### config.mk
export PLATFORM = sky130hd
export DESIGN_NAME = midi_byte_stream_event_parser_core
export DESIGN_NICKNAME = d
export VERILOG_FILES = /design/src/sv/mbsep_pkg.sv /design/src/sv/midi_byte_stream_event_parser_core.sv /design/src/sv/mbsep_decode.sv
export SDC_FILE = /design/constraint.sdc
export NUM_CORES = 1
export LEC_CHECK = 0
export ABC_AREA = 1
export BUFFER_PORTS_ARGS = -buffer_cell sky130_fd_sc_hd__buf_2
export CORE_AREA = 2 2 66 68
export CTS_BUF_LIST = sky130_fd_sc_hd__clkbuf_2 sky130_fd_sc_hd__clkbuf_4 sky130_fd_sc_hd__clkbuf_8
export DETAILED_ROUTE_END_ITERATION = 6
export DIE_AREA = 0 0 68 70
export GPL_TIMING_DRIVEN = 0
export PLACE_DENSITY = 0.62
export SYNTH_ARGS = -nofsm -noshare
export SYNTH_HDL_FRONTEND = slang
export SYNTH_SLANG_ARGS = --single-unit
export TNS_END_PERCENT = 5
### constraint.sdc
create_clock -name clk -period 1.7 [get_ports clk]
set_clock_uncertainty 0.05 [all_clocks]
set_input_delay 0.255 -clock clk [delete_from_list [all_inputs] [get_ports clk]]
set_output_delay 0.255 -clock clk [all_outputs]
set_load 0.01 [all_outputs]
### src/sv/mbsep_pkg.sv
// mbsep_pkg: shared types and constants for the midi byte stream event parser
// used by mbsep_decode and midi_byte_stream_event_parser_core; no dependencies
package mbsep_pkg;

  localparam logic [3:0] CMD_NONE       = 4'h0;
  localparam logic [3:0] CMD_NOTE_OFF   = 4'h8;
  localparam logic [3:0] CMD_NOTE_ON    = 4'h9;
  localparam logic [3:0] CMD_POLY_AT    = 4'hA;
  localparam logic [3:0] CMD_CONTROL    = 4'hB;
  localparam logic [3:0] CMD_PROGRAM    = 4'hC;
  localparam logic [3:0] CMD_CHAN_PRESS = 4'hD;
  localparam logic [3:0] CMD_BEND       = 4'hE;

  localparam logic [7:0] BYTE_REALTIME_MIN = 8'hF8;
  localparam logic [7:0] BYTE_SYSTEM_MIN   = 8'hF0;
  localparam logic [7:0] BYTE_SWALLOW_MAX  = 8'hF3;

  localparam logic [1:0] EVT_NOTE_ON  = 2'b00;
  localparam logic [1:0] EVT_NOTE_OFF = 2'b01;
  localparam logic [1:0] EVT_CONTROL  = 2'b10;

  typedef struct packed {
    logic       swallow;
    logic [3:0] cmd;
    logic       held;
    logic [6:0] first;
  } parse_state_t;

  typedef struct packed {
    logic       emit;
    logic [8:0] number;
    logic [6:0] level;
  } parse_result_t;

endpackage

### src/sv/midi_byte_stream_event_parser_core.sv
// midi_byte_stream_event_parser_core: top level of the midi running status parser
// depends on mbsep_pkg and mbsep_decode
//
// Takes one midi word per cycle while the result side is ready and delivers note
// on, note off and controller events. Each word goes into an input register, is
// parsed against the running status state and lands in the result register, so a
// word is accepted every cycle when the result side is ready, and an event passes
// through both registers after its last data word. Realtime, system and silent
// channel words pass through without a result.
module midi_byte_stream_event_parser_core (
  input  logic       clk,
  input  logic       rst_n,
  input  logic       in_valid,
  output logic       in_ready,
  input  logic [7:0] in_midi_byte,
  output logic       out_valid,
  input  logic       out_ready,
  output logic [8:0] out_event_number,
  output logic [6:0] out_event_level
);
  import mbsep_pkg::*;

  logic                in_valid_r;
  logic [7:0]          byte_r;
  logic                adv;
  parse_state_t        st_r;
  parse_state_t        st_nxt;
  parse_result_t       res;
  logic                out_valid_r;
  logic [8:0]          number_r;
  logic [6:0]          level_r;

  assign adv      = in_valid_r && (!out_valid_r || out_ready);
  assign in_ready = !in_valid_r || adv;

  mbsep_decode u_decode (
    .midi_byte (byte_r),
    .st        (st_r),
    .st_nxt    (st_nxt),
    .res       (res)
  );

  always_ff @(posedge clk) begin
    if (!rst_n) begin
      in_valid_r    <= 1'b0;
      st_r.swallow  <= 1'b1;
      st_r.cmd      <= CMD_NONE;
      st_r.held     <= 1'b0;
      st_r.first    <= 7'd0;
      out_valid_r   <= 1'b0;
    end else begin
      if (in_ready) begin
        in_valid_r <= in_valid;
      end
      if (adv) begin
        st_r <= st_nxt;
      end
      if (adv) begin
        out_valid_r <= res.emit;
      end else if (out_ready) begin
        out_valid_r <= 1'b0;
      end
    end
  end

  always_ff @(posedge clk) begin
    if (in_valid && in_ready) begin
      byte_r <= in_midi_byte;
    end
    if (adv && res.emit) begin
      number_r <= res.number;
      level_r  <= res.level;
    end
  end

  assign out_valid        = out_valid_r;
  assign out_event_number = number_r;
  assign out_event_level  = level_r;

  a_number_range: assert property (@(posedge clk) disable iff (!rst_n)
    out_valid_r |-> (number_r[8:7] != 2'b11))
    else $error("event number out of range");

  a_stall_holds_word: assert property (@(posedge clk) disable iff (!rst_n)
    !in_ready |-> in_valid_r)
    else $error("input stalled with empty input register");

  a_result_from_word: assert property (@(posedge clk) disable iff (!rst_n)
    $rose(out_valid_r) |-> $past(in_valid_r))
    else $error("result appeared without a parsed word");

  a_held_needs_cmd: assert property (@(posedge clk) disable iff (!rst_n)
    st_r.held |-> (st_r.cmd == CMD_NOTE_OFF || st_r.cmd == CMD_NOTE_ON ||
                   st_r.cmd == CMD_POLY_AT || st_r.cmd == CMD_CONTROL ||
                   st_r.cmd == CMD_BEND))
    else $error("first data word held under a command that takes none");

endmodule

### src/sv/mbsep_decode.sv
// mbsep_decode: combinational parse of one midi word against the running state
// depends on mbsep_pkg
module mbsep_decode (
  input  logic [7:0]              midi_byte,
  input  mbsep_pkg::parse_state_t st,
  output mbsep_pkg::parse_state_t st_nxt,
  output mbsep_pkg::parse_result_t res
);
  import mbsep_pkg::*;

  logic [6:0] data;

  assign data = midi_byte[6:0];

  always_comb begin
    st_nxt     = st;
    res.emit   = 1'b0;
    res.number = {EVT_NOTE_ON, st.first};
    res.level  = data;
    if (midi_byte[7]) begin
      if (midi_byte < BYTE_REALTIME_MIN) begin
        if (midi_byte >= BYTE_SYSTEM_MIN) begin
          st_nxt.swallow = (midi_byte <= BYTE_SWALLOW_MAX);
        end else begin
          st_nxt.swallow = 1'b0;
          st_nxt.cmd     = midi_byte[7:4];
          st_nxt.held    = 1'b0;
        end
      end
    end else if (!st.swallow) begin
      unique case (st.cmd) inside
        CMD_NOTE_OFF, CMD_NOTE_ON, CMD_POLY_AT, CMD_CONTROL: begin
          if (!st.held) begin
            st_nxt.first = data;
            st_nxt.held  = 1'b1;
          end else begin
            st_nxt.held = 1'b0;
            if (st.cmd == CMD_CONTROL) begin
              res.emit   = 1'b1;
              res.number = {EVT_CONTROL, st.first};
            end else if (st.cmd != CMD_POLY_AT) begin
              res.emit = 1'b1;
              if (st.cmd == CMD_NOTE_ON && data != 7'd0) begin
                res.number = {EVT_NOTE_ON, st.first};
              end else begin
                res.number = {EVT_NOTE_OFF, st.first};
              end
            end
          end
        end
        CMD_PROGRAM, CMD_CHAN_PRESS: begin
          st_nxt.held = 1'b0;
        end
        CMD_BEND: begin
          if (!st.held) begin
            st_nxt.first = data;
            st_nxt.held  = 1'b1;
          end else begin
            st_nxt.held = 1'b0;
          end
        end
        default: begin
        end
      endcase
    end
  end

endmodule

==> metrics.txt <==
GRT Resource Usage Total=12.1%; Setup-failing EPs final=0; Hold Crit Class=input port to flip-flop; cells after synthesis=146; TNS Setup=0 ns; Max-cap violations=0; Pins Over Slew Limit=0; post-synth top area cell=edfxtp_1; routed wire length=2540 um; Buf+Inv Stages, Crit Path=3; FMAX=632 MHz; Skew-Pair Late Insertion Delay=0.28 ns; Post-synth EDFFs=24; syn_nets=158; # clock sinks=39; worst-path cell chain=inv_1 > nand2_1 > nor3_1 > nand3_1 > clkinvlp_4 > buf_12; count leader, synth=nand2_1; GRT overflow=0; Synth async-reset ratio=0%; data required time of the critical path=1.65 ns; Die Wd=68 um; synth warn=0; WL/cell=10.8 um; Leak=0.000793 uW; Worst path slowest cell=edfxtp_1; slowest stage delay, CP=0.46 ns; GP Congestion=0.778; drt pass-1 iters=4; # H-tree levels=2; Slew @ Worst Pin=0.317 ns; most common flop cell mapped by yosys=edfxtp_1; flops & latches, synth=39; crit path time final=1.58 ns; Max IR drop VDD=0.411 mV; largest net degree at the start of global routing=17; layout cells sized above 1=24.5%; nets=195; Setup crit end kind=flip-flop; Hold Vio Cnt, Final=0; Worst slew margin=78.9%; Port Buffer Count=29; post-DP HPWL=1850 um; PD cells=1020 nW/um^2; most frequent cells after synthesis=31 x nand2_1, 25 x nor2_1, 24 x edfxtp_1, 23 x inv_1, 15 x dfxtp_1; clock tree buffer depth=2; Num CTS Buffers=5; top post-synthesis cells by area=edfxtp_1 48%, dfxtp_1 20%, nand2_1 7.7%; RSZ-0062 raised after global routing=false; Remaining DRCs=0; number of global-route vias before repair=976; worst setup path class=flip-flop to flip-flop; CTS tree=done; Netlist cell types=18; Avg Inst Size Synth=10.3 um^2; Worst setup SP type=flip-flop; IO Pins=30; # rows=24; status=completed; Critical Path Fanout Max=16; utilization after layout=44.7%; Avg Vias per Cell=4.40; CP arrival=1.53 ns; area share of the leading cell type in the synthesized netlist=47.9%; mapped cell area=1510 um^2; detailed-route via count=1039; die height=70 um; Worst-path clk slew=0.07 ns; critical path's top delay family=flip-flops; initial drt markers=25; Final ANT Viol Nets=0; Final Cycle Share=93.0%; CTS root buf=clkbuf_8; Core Area=4140 um^2; global-route wire length before repair=4200 um; starting density of the core=36.3%; Ant. Diodes=0; register area share after synthesis=67.8%; hold buffers post-CTS=0; die footprint=4760 um^2; initial antenna violation count=0; Area Growth Syn to Fin=23.1%
[placed cells by master, fill, tap and decap left out]
master,netlist,layout
inv_1,23,22
a31oi_1,1,1
nor3_1,1,1
o21ai_0,5,5
a21oi_1,9,9
a21oi_4,1,1
bufinv_16,0,1
nand2_1,31,31
inv_2,1,1
nand3_2,1,1
buf_12,0,1
nand3_1,4,4
buf_2,0,29
clkinvlp_4,0,1
clkbuf_4,0,2
nand3_4,1,1
buf_6,1,1
nor4_1,1,1
a21boi_0,1,1
clkbuf_8,1,6
dfxtp_1,15,15
nor2_1,25,25
edfxtp_1,24,24
[final timing paths]
path	to	slack (ns)	from	cells past startpoint
worst max-delay path	out_event_level[0]	0.12	byte_r[7]	6
worst min-delay path	byte_r[1]	0.09	in_midi_byte[1]	1
worst min register to register	out_event_number[6]	0.38	st_r[6]	0
worst max register to register	out_event_level[0]	0.12	byte_r[7]	6
[stage by stage]
step	instances	worst slack (ns)	instance area, um^2	total power, uW	hold slack [ns]
after CTS	235	0.0326	1830	1920	0.0789
after floorplan	146	0.126	1510	1120	0.304
after global routing	236	0.0219	1850	1960	0.0793
final	236	0.119	1850	1880	0.0915
after detailed placement	227	-0.144	1720	1150	0.364
after global placement	227	-0.116	1720	1150	0.361
[flip-flops by register name, indices dropped and copies added (netlist names)]
signal            flops
out_valid             1
in_valid_r            1
out_event_level       7
byte_r                8
st_r                 13
out_event_number      9
[power breakdown]
group          leakage [uW]  internal (uW)  switching, uW
Clock             0.0000593            470            288
Sequential         0.000346           1030           24.3
Combinational      0.000388           28.6           44.7
[layer usage]
metal / wire length (um) / share of wire, % / global-route usage, %
met3: 137 / 5.4 / 4.35
met5: 0 / 0 / 0
met1: 1140 / 45 / 14.4
met2: 1210 / 48 / 19.1
met4: 57 / 2.2 / 5.33
[worst reg2reg max path, cell delays in order, from the launching register on]
cell        delay (ns)
edfxtp_1          0.46
inv_1             0.08
nand2_1           0.07
nor3_1            0.18
nand3_1           0.17
clkinvlp_4        0.13
buf_12            0.15
[cells by family after synthesis]
family,count (synthesis),share of synthesized area (%)
AO/OA/AOI/OAI,17,6.65
buffers and inverters,26,7.65
flip-flops,39,67.8
AND/OR/NAND/NOR,64,17.9
[layout make-up]
| class | instances | area [um^2] |
|---|---|---|
| clock buffers | 7 | 83.8 |
| repair buffers | 30 | 165 |
| plain buffers | 2 | 25.0 |
| clock inverters | 1 | 30.0 |
| fillers | 416 | 2290 |
| flip-flops and latches | 39 | 1020 |
| well taps | 52 | 65.1 |
| inverters | 24 | 93.8 |
| multi-input cells | 81 | 369 |
[timing repair]
action,in CTS,in global routing
buffers inserted,0,1
resized for setup,1,0
setup endpoints to repair,16,16
pin swaps,0,0
cloned,0,0
Power figures use the tool's default switching activity.
